--- src/rtl/nsd_pkg.sv ---
// ----------------------------------------------------------------------------
// nsd_pkg
// Shared constants, codes and helpers of the nearest seed distance block.
// ----------------------------------------------------------------------------
package nsd_pkg;

    // Default sizing
    localparam int MAX_POINTS_DEF = 64;
    localparam int COORD_BITS_DEF = 12;

    // Fixed field widths
    localparam int CFG_IDX_W  = 2;
    localparam int CFG_DATA_W = 13;
    localparam int COUNT_W    = 7;
    localparam int GRID_W     = 13;
    localparam int FRAC_BITS  = 4;
    localparam int OUT_W      = 18;

    // Configuration register indexes
    localparam logic [CFG_IDX_W-1:0] CFG_POINT_COUNT = 2'd0;
    localparam logic [CFG_IDX_W-1:0] CFG_GRID_HEIGHT = 2'd1;
    localparam logic [CFG_IDX_W-1:0] CFG_GRID_WIDTH  = 2'd2;

    // Item modes
    localparam logic MODE_LOAD  = 1'b0;
    localparam logic MODE_QUERY = 1'b1;

    // Address bits for a table of n entries, at least one
    function automatic int addr_bits(input int n);
        int w;
        w = (n > 1) ? $clog2(n) : 1;
        return w;
    endfunction

endpackage

--- src/rtl/nearest_seed_distance.sv ---
// ----------------------------------------------------------------------------
// nearest_seed_distance
// Cellular (F1, Euclidean) noise: distance from a query to the nearest seed.
// ----------------------------------------------------------------------------
// A load transfer (mode 0) writes one seed point into the seed memory and
// produces no result. A query transfer (mode 1) scans the first point_count
// seeds (capped at MAX_POINTS), one per cycle through the memory read port,
// keeping the smallest squared distance; the bit-serial square root unit
// then takes the root of that minimum scaled by 256. While a query is in
// progress o_in_ready is low; with point_count 0 it skips the scan and the
// root and returns the bound. The result is the distance times 16,
// truncated, and never above 16 * (grid_height + grid_width). It waits in an
// output register, so a new item is taken while it is pending. Configuration
// is written through its own channel, always ready; the user must write it
// only while the block is idle, as the block does not enforce this. Seeds
// read by a query must have been loaded first.
// ----------------------------------------------------------------------------
module nearest_seed_distance #(
    parameter int MAX_POINTS = nsd_pkg::MAX_POINTS_DEF,
    parameter int COORD_BITS = nsd_pkg::COORD_BITS_DEF,
    localparam int IDX_W     = nsd_pkg::addr_bits(MAX_POINTS)
) (
    input  logic                          i_clk,
    input  logic                          i_rst_n,
    // configuration write channel
    input  logic                          i_cfg_valid,
    output logic                          o_cfg_ready,
    input  logic [nsd_pkg::CFG_IDX_W-1:0] i_cfg_index,
    input  logic [nsd_pkg::CFG_DATA_W-1:0] i_cfg_data,
    // input items
    input  logic                          i_in_valid,
    output logic                          o_in_ready,
    input  logic                          i_mode,
    input  logic [IDX_W-1:0]              i_point_index,
    input  logic [COORD_BITS-1:0]         i_coord_y,
    input  logic [COORD_BITS-1:0]         i_coord_x,
    // result items
    output logic                          o_out_valid,
    input  logic                          i_out_ready,
    output logic [nsd_pkg::OUT_W-1:0]     o_nearest_distance
);
    import nsd_pkg::*;

    localparam int CNT_W = $clog2(MAX_POINTS + 1);
    localparam int SQ_W  = 2 * COORD_BITS;
    localparam int D2_W  = SQ_W + 1;
    localparam int RW    = COORD_BITS + 5;
    localparam int OPW   = 2 * RW;
    localparam int CW    = (RW > OUT_W) ? RW : OUT_W;

    typedef enum logic [3:0] {
        S_IDLE = 4'b0001,
        S_SCAN = 4'b0010,
        S_ROOT = 4'b0100,
        S_DONE = 4'b1000
    } t_state;

    t_state r_state, n_state;

    // configuration
    logic [COUNT_W-1:0] r_point_count;
    logic [GRID_W-1:0]  r_grid_h;
    logic [GRID_W-1:0]  r_grid_w;

    // query context and scan pipeline
    logic [COORD_BITS-1:0] r_qy, r_qx;
    logic [CNT_W-1:0]      r_used, n_used;
    logic [CNT_W-1:0]      r_rd_addr;
    logic                  r_rd_vld;
    logic                  r_sq_vld;
    logic [SQ_W-1:0]       r_sq_y, r_sq_x;
    logic [D2_W-1:0]       r_min2;
    logic                  r_first;
    logic [OUT_W-1:0]      r_res;

    // output register
    logic                  r_out_valid;
    logic [OUT_W-1:0]      r_out_data;

    logic                  in_xfer;
    logic                  wr_en;
    logic                  rd_en;
    logic                  issue_done;
    logic [2*COORD_BITS-1:0] rd_data;
    logic [COORD_BITS-1:0] seed_y, seed_x;
    logic [COORD_BITS-1:0] dy, dx;
    logic [D2_W-1:0]       d2;
    logic [OUT_W-1:0]      bound;
    logic                  sqrt_start;
    logic                  sqrt_done;
    logic [RW-1:0]         sqrt_root;
    logic [OPW-1:0]        sqrt_operand;

    assign o_cfg_ready = 1'b1;
    assign o_in_ready  = (r_state == S_IDLE);
    assign in_xfer     = i_in_valid && o_in_ready;

    // Drop loads aimed past the end of the table
    assign wr_en = in_xfer && (i_mode == MODE_LOAD) && (32'(i_point_index) < MAX_POINTS);

    assign issue_done = (r_rd_addr == r_used);
    assign rd_en      = (r_state == S_SCAN) && !issue_done;

    // Cap the seed count at the table size
    assign n_used = (32'(r_point_count) > MAX_POINTS) ? CNT_W'(MAX_POINTS)
                                                      : CNT_W'(r_point_count);

    // Starting bound: (height + width) in fixed point with four fraction bits
    assign bound = {(14'(r_grid_h) + 14'(r_grid_w)), {FRAC_BITS{1'b0}}};

    nsd_ram #(
        .WIDTH (2 * COORD_BITS),
        .DEPTH (MAX_POINTS)
    ) u_seed_ram (
        .i_clk     (i_clk),
        .i_wr_en   (wr_en),
        .i_wr_addr (i_point_index),
        .i_wr_data ({i_coord_y, i_coord_x}),
        .i_rd_en   (rd_en),
        .i_rd_addr (r_rd_addr[IDX_W-1:0]),
        .o_rd_data (rd_data)
    );

    // Distance terms of the seed just read
    always_comb begin
        seed_y = rd_data[2*COORD_BITS-1:COORD_BITS];
        seed_x = rd_data[COORD_BITS-1:0];
        dy     = (r_qy > seed_y) ? (r_qy - seed_y) : (seed_y - r_qy);
        dx     = (r_qx > seed_x) ? (r_qx - seed_x) : (seed_x - r_qx);
        d2     = D2_W'(r_sq_y) + D2_W'(r_sq_x);
    end

    // Scale the minimum by 256 so the root carries four fraction bits
    assign sqrt_operand = OPW'({r_min2, {(2 * FRAC_BITS){1'b0}}});

    nsd_sqrt #(
        .RW (RW)
    ) u_sqrt (
        .i_clk     (i_clk),
        .i_rst_n   (i_rst_n),
        .i_start   (sqrt_start),
        .i_operand (sqrt_operand),
        .o_done    (sqrt_done),
        .o_root    (sqrt_root)
    );

    // Sequencer
    always_comb begin
        n_state    = r_state;
        sqrt_start = 1'b0;
        case (r_state)
            S_IDLE: begin
                if (in_xfer && (i_mode == MODE_QUERY)) begin
                    n_state = (n_used == '0) ? S_DONE : S_SCAN;
                end
            end
            S_SCAN: begin
                // leave once every seed is issued and the pipeline drained
                if (issue_done && !r_rd_vld && !r_sq_vld) begin
                    n_state    = S_ROOT;
                    sqrt_start = 1'b1;
                end
            end
            S_ROOT: begin
                if (sqrt_done) begin
                    n_state = S_DONE;
                end
            end
            S_DONE: begin
                // hold until the output register is free
                if (!r_out_valid || i_out_ready) begin
                    n_state = S_IDLE;
                end
            end
            default: begin
                n_state = S_IDLE;
            end
        endcase
    end

    always_ff @(posedge i_clk) begin
        if (!i_rst_n) begin
            r_state       <= S_IDLE;
            r_point_count <= '0;
            r_grid_h      <= GRID_W'(256);
            r_grid_w      <= GRID_W'(256);
            r_rd_vld      <= 1'b0;
            r_sq_vld      <= 1'b0;
            r_out_valid   <= 1'b0;
        end else begin
            r_state <= n_state;

            if (i_cfg_valid) begin
                case (i_cfg_index)
                    CFG_POINT_COUNT: r_point_count <= i_cfg_data[COUNT_W-1:0];
                    CFG_GRID_HEIGHT: r_grid_h      <= i_cfg_data[GRID_W-1:0];
                    CFG_GRID_WIDTH:  r_grid_w      <= i_cfg_data[GRID_W-1:0];
                    default: begin
                    end
                endcase
            end

            // Latch the query and preset the result to the bound
            if (in_xfer && (i_mode == MODE_QUERY)) begin
                r_qy      <= i_coord_y;
                r_qx      <= i_coord_x;
                r_used    <= n_used;
                r_rd_addr <= '0;
                r_first   <= 1'b1;
                r_res     <= bound;
            end

            // Advance the scan: read, square, compare
            if (rd_en) begin
                r_rd_addr <= r_rd_addr + CNT_W'(1);
            end
            r_rd_vld <= rd_en;
            r_sq_vld <= r_rd_vld;
            if (r_rd_vld) begin
                r_sq_y <= SQ_W'(dy) * SQ_W'(dy);
                r_sq_x <= SQ_W'(dx) * SQ_W'(dx);
            end
            if (r_sq_vld && (r_first || (d2 < r_min2))) begin
                r_min2  <= d2;
                r_first <= 1'b0;
            end

            // Keep the root only where it beats the bound
            if ((r_state == S_ROOT) && sqrt_done) begin
                if (CW'(sqrt_root) < CW'(r_res)) begin
                    r_res <= OUT_W'(sqrt_root);
                end
            end

            if ((r_state == S_DONE) && (!r_out_valid || i_out_ready)) begin
                r_out_valid <= 1'b1;
                r_out_data  <= r_res;
            end else if (r_out_valid && i_out_ready) begin
                r_out_valid <= 1'b0;
            end
        end
    end

    assign o_out_valid        = r_out_valid;
    assign o_nearest_distance = r_out_data;

endmodule

--- src/rtl/nsd_ram.sv ---
// ----------------------------------------------------------------------------
// nsd_ram
// Generic simple dual-port RAM: one write port, one read port, registered read.
// ----------------------------------------------------------------------------
module nsd_ram #(
    parameter int WIDTH = 24,
    parameter int DEPTH = nsd_pkg::MAX_POINTS_DEF,
    localparam int AW   = nsd_pkg::addr_bits(DEPTH)
) (
    input  logic             i_clk,
    input  logic             i_wr_en,
    input  logic [AW-1:0]    i_wr_addr,
    input  logic [WIDTH-1:0] i_wr_data,
    input  logic             i_rd_en,
    input  logic [AW-1:0]    i_rd_addr,
    output logic [WIDTH-1:0] o_rd_data
);
    import nsd_pkg::*;

    logic [WIDTH-1:0] r_mem [DEPTH];
    logic [WIDTH-1:0] r_rd_data;

    always_ff @(posedge i_clk) begin
        if (i_wr_en) begin
            r_mem[i_wr_addr] <= i_wr_data;
        end
        if (i_rd_en) begin
            r_rd_data <= r_mem[i_rd_addr];
        end
    end

    assign o_rd_data = r_rd_data;

endmodule

--- src/rtl/nsd_sqrt.sv ---
// ----------------------------------------------------------------------------
// nsd_sqrt
// Restoring integer square root, one result bit per cycle (floor of root).
// ----------------------------------------------------------------------------
module nsd_sqrt #(
    parameter int RW   = 17,
    localparam int OPW = 2 * RW,
    localparam int SW  = $clog2(RW + 1)
) (
    input  logic           i_clk,
    input  logic           i_rst_n,
    input  logic           i_start,
    input  logic [OPW-1:0] i_operand,
    output logic           o_done,
    output logic [RW-1:0]  o_root
);
    logic           r_busy;
    logic           r_done;
    logic [SW-1:0]  r_cnt;
    logic [OPW-1:0] r_op;
    logic [RW+1:0]  r_rem;
    logic [RW-1:0]  r_root;

    logic [RW+3:0]  rem_sh;
    logic [RW+3:0]  trial;
    logic [RW+3:0]  diff;
    logic           fits;

    // Bring down the next two operand bits and try the next root bit
    always_comb begin
        rem_sh = {r_rem, r_op[OPW-1 -: 2]};
        trial  = {2'b00, r_root, 2'b01};
        diff   = rem_sh - trial;
        fits   = (rem_sh >= trial);
    end

    always_ff @(posedge i_clk) begin
        if (!i_rst_n) begin
            r_busy <= 1'b0;
            r_done <= 1'b0;
        end else begin
            r_done <= 1'b0;
            if (i_start) begin
                r_busy <= 1'b1;
                r_cnt  <= SW'(RW);
                r_op   <= i_operand;
                r_rem  <= '0;
                r_root <= '0;
            end else if (r_busy) begin
                r_op   <= r_op << 2;
                r_rem  <= fits ? diff[RW+1:0] : rem_sh[RW+1:0];
                r_root <= {r_root[RW-2:0], fits};
                r_cnt  <= r_cnt - SW'(1);
                if (r_cnt == SW'(1)) begin
                    r_busy <= 1'b0;
                    r_done <= 1'b1;
                end
            end
        end
    end

    assign o_done = r_done;
    assign o_root = r_root;

endmodule

--- config.mk ---
export PLATFORM = sky130hd
export DESIGN_NAME = nearest_seed_distance
export DESIGN_NICKNAME = d
export VERILOG_FILES = /design/src/rtl/nsd_pkg.sv /design/src/rtl/nearest_seed_distance.sv /design/src/rtl/nsd_ram.sv /design/src/rtl/nsd_sqrt.sv
export SDC_FILE = /design/constraint.sdc
export NUM_CORES = 2
export LEC_CHECK = 0
export ABC_CLOCK_PERIOD_IN_PS = 11100
export BUFFER_PORTS_ARGS = -buffer_cell sky130_fd_sc_hd__buf_2
export CELL_PAD_IN_SITES_DETAIL_PLACEMENT = 1
export CELL_PAD_IN_SITES_GLOBAL_PLACEMENT = 1
export CORE_MARGIN = 2
export CORE_UTILIZATION = 45
export CTS_BUF_LIST = sky130_fd_sc_hd__clkbuf_8
export DETAILED_ROUTE_END_ITERATION = 12
export PLACE_DENSITY = 0.69
export SETUP_SLACK_MARGIN = 0.4
export SYNTH_ARGS = -nofsm -noshare
export SYNTH_HDL_FRONTEND = slang
export SYNTH_SLANG_ARGS = --single-unit
--- constraint.sdc ---
create_clock -name i_clk -period 11.1 [get_ports i_clk]
set_input_delay 2.22 -clock i_clk [delete_from_list [all_inputs] [get_ports i_clk]]
set_output_delay 2.22 -clock i_clk [all_outputs]
set_load 0.03 [all_outputs]
# Word-level counts from Yosys, hierarchy flattened
# Memories as Yosys holds them, arrays and structs flattened. A register that Yosys moved wholly into a read port is not among the register bits.
# Cells that the tools add are included.
[word_totals]
regBits = 263
ram_bits = 1536
memories = 1
[classes]
n_addsub = 9
multipliers = 2
order_cmp = 6
eq_ne = 12
n_mux = 31
n_bitwise = 3
n_reduce_logical = 34
[mem_list]
columns = ["memory", "words", "width", "rd", "rd_clocked_by_memory_dff", "write_ports", "line", "rtl"]
rows = [
  ["u_seed_ram.r_mem", 64, 24, 1, 1, 1, "nsd_ram.sv:20", "logic [WIDTH-1:0] r_mem [DEPTH];"],
]
[ops]
columns = ["op", "n"]
rows = [
  ["18-bit two-way mux", 3],
  ["12-bit by 12-bit multiplier with 24-bit output", 2],
  ["12-bit subtractor", 4],
  ["19-bit two-way mux", 2],
  ["34-bit two-way mux", 1],
  ["33-bit two-way mux", 1],
  ["24-bit by 24-bit adder with 25-bit output", 1],
  ["25-bit < comparator", 1],
  ["12-bit > comparator", 2],
  ["12-bit two-way mux", 2],
  ["21-bit by 19-bit greater-or-equal comparator with 1-bit output", 1],
  ["7-bit two-way mux", 3],
  ["4-bit two-way mux", 5],
  ["2-bit AND reduction", 10],
  ["19-bit subtractor", 1],
  ["17-bit by 18-bit < comparator with 1-bit output", 1],
  ["17-bit two-way mux", 1],
  ["4-bit one-hot mux with 4 select lines", 1],
  ["13-bit by 13-bit adder with 14-bit output", 1],
  ["1-bit two-way mux", 11],
  ["1-bit logical AND", 10],
  ["2-bit nonzero test", 4],
  ["7-bit by 1-bit adder with 7-bit output (second input constant)", 1],
  ["7-bit equality test", 1],
  ["19 further kinds", 27],
]

# Logic depth before layout (Yosys ltp)
[depth]
ltp_word = 7
ltp_mapped = 35

# By module
# A second synthesis with hierarchy kept.
[unflattened]
hier_cells = 4922
area_unflattened_um2 = 82601.7
[modules_own_cells]
columns = ["mod", "instances", "cells_each", "area_per_inst_um2"]
rows = [
  ["nsd_ram", 1, 2610, 59535.8],
  ["nearest_seed_distance", 1, 1957, 18811.8],
  ["nsd_sqrt", 1, 355, 4254.1],
]

# Worst setup path before layout
# OpenSTA, ideal clock, no wires.
[synth_path]
path_kind = "reg2reg"
start = "reg r_qy[2]"
end = "reg r_sq_y[23], data pin"
arrival_time_ns = 7.448
t_required_ns = 10.835
slack_ns = 3.387
stages_incl_launch_ff = 32
synth_period_minus_slack_ns = 7.713
path_cell_list = "edfxtp_1 -> inv_1 -> ha_1 -> buf_2 -> and4_1 -> and4_1 -> or4_4 -> nand2_4 -> buf_6 -> mux2i_1 -> xor2_1 -> clkbuf_1 -> nor2_1 -> fa_1 -> inv_1 -> fa_1 -> inv_1 -> fa_1 -> fa_1 -> inv_1 -> fa_1 -> inv_1 -> ha_1 -> a21o_1 -> a21o_1 -> a21oi_1 -> nor2b_1 -> o31ai_1 -> o21ai_0 -> a31o_2 -> a311oi_1 -> xnor2_1"
[synth_between]
elab_chain_cells = 3
word_cells_on_any_way = 5
cone_classes = "add/sub (2); mul (1); order compare (1); mux (1)"
[synth_lines]
columns = ["item", "line", "rtl"]
rows = [
  ["start: declaration", "nearest_seed_distance.sv:66", "logic [COORD_BITS-1:0] r_qy, r_qx;"],
  ["start signal: assignment", "nearest_seed_distance.sv:205", "r_qy <= i_coord_y;"],
  ["12-bit subtractor or 12-bit > comparator (tied branches)", "nearest_seed_distance.sv:128", "dy = (r_qy > seed_y) ? (r_qy - seed_y) : (seed_y - r_qy);"],
  ["12-bit two-way mux (*)", "nearest_seed_distance.sv:128", ""],
  ["12-bit by 12-bit multiplier with 24-bit output (*)", "nearest_seed_distance.sv:220", "r_sq_y <= SQ_W'(dy) * SQ_W'(dy);"],
  ["end signal: assignment", "nearest_seed_distance.sv:220", ""],
  ["end: declaration", "nearest_seed_distance.sv:71", "logic [SQ_W-1:0] r_sq_y, r_sq_x;"],
]
# Mark *: on every way between the ends. The rest lies on a longest branch, timed or not.
# A chain may end at the register's enable or synchronous reset.

# Worst setup path after layout
[layout_path]
start = "reg r_qy[6]"
end = "reg r_sq_y[23], data pin"
# Same word-level chain as after synthesis.

==> impl_results.md <==
* Routed WL at 203,000 um
* Post-route setup TNS at 0 ns
* Pwr Density at approximately 250 nW/um2
* Yosys cell types at 83
* Overflow after GRT at 0
* First-pass GRT wire length at about 300,000 um
* RSZ-0062 raised after global routing: no
* Starting density of the core at between 40 and 50%
* FF+latch count, synth at approximately 1,800
* CTS H-tree depth at 5
* Routed Antenna Nets at 0
* Core ar. at between 150,000 and 200,000 um2
* Clock Tree Buf Depth at 4
* CTS tree: yes
* Outcome: finished clean
* Nets at between 5,000 and 6,000
* Largest net degree at the start of global routing at 124
* Setup Skew at between 0.08 and 0.09 ns
* Seq. cell area at 54,100 um2
* Placed Area at approximately 85,000 um2
* WHS at 0.442 ns
* Area delta synth->final at 11.3%
* Max Clock Freq at ~120 MHz
* Worst reg2reg endpoint: r_sq_y[23]
* WL/cell at 27.5 um
* Reg2reg start: r_qy[6]
* DRT Pass-1 Iters at 5
* Placed cell count at just under 7,000
* Root buffer cell: clkbuf_8
* Sequential area share after synthesis at around two thirds
* Die width at about 430 um
* Overall Power at ~22 mW
* TritonCTS buffer count at 314
* Post-CTS resize count at 0
* Clock slew at reported path FFs at roughly 0.060 ns
* Num ports at 72
* Cells after Synth at between 4,000 and 5,000
* WHS Endpoint: o_nearest_distance[15]
* CP max stage cell: fa_1
* Required @ worst endpoint at 11.83 ns
* Die Y-Extent at 429 um
* Hold Crit Class: reg2reg
* Setup bufs post-CTS at 0
* Port bufs at 70
* Area of the multi-input gates at ~25,000 um2
* Arrival time at the worst endpoint at 9.14 ns
* Filler instances at roughly 17,000
* Leak at roughly 31 nW
* Worst VDD drop at about 0.52 mV
* Final non-filler cell total at roughly 7,400
* Most frequent CP cell: fa_1
* Worst Hold Launch: r_res[15]
* Post-synth EDFFs at 1,773
* Netlist Area Pre-Place at 81,200 um2
* Worst-skew pair later-pin latency at between 1 and 1.5 ns
* Initial antenna violation count at 19
* Final min period at between 8 and 9 ns
* Drt drc at 0
* GPL Wtd Cong at roughly 0.81
* Max stage delay on crit path at roughly 0.60 ns
* Via density at ~5.7
* DPL Wire Length at between 100,000 and 150,000 um
* Setup violations, final at 0
* Hold path cells at 0
* Async SR Flop Fraction at 0%
* Full die area at 184,000 um2
* Crit end category: register
* Final Slew Violations at 0
* R2r setup slk at 2.69 ns
* Finished layout cell area at 90,400 um2
* All-layer global routing usage at 22.3%
* Fraction of layout cells with a size suffix above 1 at between 20% and 30%
* Vias in the first global route at around 46,000
* Warnings, synthesis at 0
* CP Max Fanout at 16
* DR vias at ~42,000
* Hold_buf cts at 0
* Starting DRT DRC Count at 3,491
* Final Hold Fails at 0
* Rel. slew slack at approximately 14%
* Synth Flop Type: edfxtp_1
* Critical Path Source Type: register
* FP Rows at around 160
* Avg Synthesized Cell Area at roughly 18 um2
* Syn nets at 4,995
* Critical path class: reg2reg
* Max_cap viols at 0
* Worst r2r path cells at 29
* Worst slew pin tran at between 1 and 1.5 ns
* Period utilization at around 76%
* Sink Count at approximately 1,800
-- metrics by stage --
stage / setup slack [ns] / util [%]
floorplan: 3.39 / -
global placement: 2.80 / 47.5
detailed placement: 2.66 / 47.5
CTS: 2.63 / 50.5
global route: 2.16 / 50.5
finish: 2.69 / 50.5
-- area by class of cell --
class | instances | area share, %
multi-input cells | 2153 | 28.1
clock buffers | 321 | 4.89
diodes | 12 | 0.0332
well taps | 2355 | 3.26
inverters | 372 | 1.54
clock inverters | 211 | 1.18
repair buffers | 154 | 1.15
flip-flops and latches | 1815 | 59.8
-- cell usage after synthesis, types with 26 or more instances --
cell,instances,area share [%]
a21o_1,46,0.43
a21oi_1,133,0.82
buf_1,57,0.26
clkbuf_1,100,0.46
dfxtp_1,42,1.0
edfxtp_1,1773,66
fa_1,162,4.0
ha_1,257,4.0
inv_1,370,1.7
mux2i_1,52,0.64
mux4_2,504,14
nand2_1,163,0.75
nand2b_1,31,0.24
nand3_1,29,0.18
nor2_1,290,1.3
nor2b_1,34,0.26
nor3_1,26,0.16
o21ai_0,77,0.47
xnor2_1,76,0.82
xor2_1,45,0.49
-- worst max-delay path by stage --
stage / startpoint / end / slack (ns) / cells past startpoint
detailed placement: r_qy[6] / r_sq_y[23] / 2.66 / 29
CTS: r_qy[6] / r_sq_y[23] / 2.63 / 29
finish: r_qy[6] / r_sq_y[23] / 2.69 / 29
global route: u_seed_ram.o_rd_data[15] / r_sq_y[23] / 2.16 / 29
floorplan: r_qy[2] / r_sq_y[23] / 3.39 / 31
global placement: r_qy[0] / r_sq_y[23] / 2.80 / 31
-- power breakdown --
part           internal, mW  switching [mW]
clock network          2.85            2.66
logic                  3.80            5.03
registers              8.10          0.0384
total                  14.8            7.73
-- critical path, delay by kind of cell, from the launching register on --
kind	cells	cell delay [ns]
buffers and inverters	5	0.42
AOI/OAI and AO/OA	8	2.00
xor gates and xnor gates	2	0.20
DFF	1	0.36
adders and majority gates	7	3.33
and+or+nand+nor	6	1.48
muxes	1	0.36
-- layer usage --
layer,track usage [%],up-vias,part of all wire (%)
li1,-,18101,-
met1,30.0,22348,42
met2,37.3,1284,50
met3,3.90,354,5.7
met4,6.98,16,2.7
met5,0,-,0.14
-- cells by family (layout without fill, tap and decap cells) --
group / Yosys count / count (layout) / synth area share, %
compound gates: 365 / 365 / 2.79
xor+xnor: 125 / 125 / 1.39
fa+ha+maj: 419 / 419 / 7.96
buf+inv: 557 / 1058 / 2.65
flops: 1815 / 1815 / 66.6
mux: 564 / 564 / 14.7
other cells: 1 / 13 / 0.00462
simple gates: 679 / 679 / 3.86
-- flip-flops by register name, summed over array words and instances, names as in the netlist, 13 cells and up --
name / cells
u_seed_ram.o_rd_data: 24
r_grid_w: 13
r_res: 18
o_nearest_distance: 18
u_seed_ram.r_mem: 1536
u_sqrt.r_rem: 19
r_sq_x: 23
r_sq_y: 23
r_grid_h: 13
u_sqrt.r_op: 26
r_min2: 25
u_sqrt.o_root: 17
-- cells in the final DEF (no fill, tap or decap), types with 79 or more instances in the layout --
master | netlist | routed
clkbuf_8 | 0 | 321
nor2_1 | 290 | 224
nand2_1 | 163 | 163
ha_1 | 257 | 257
edfxtp_1 | 1773 | 1773
inv_1 | 370 | 478
buf_4 | 4 | 79
fa_1 | 162 | 162
mux4_2 | 504 | 504
a21oi_1 | 133 | 133
Note: power is estimated with default switching activity, not from simulation.
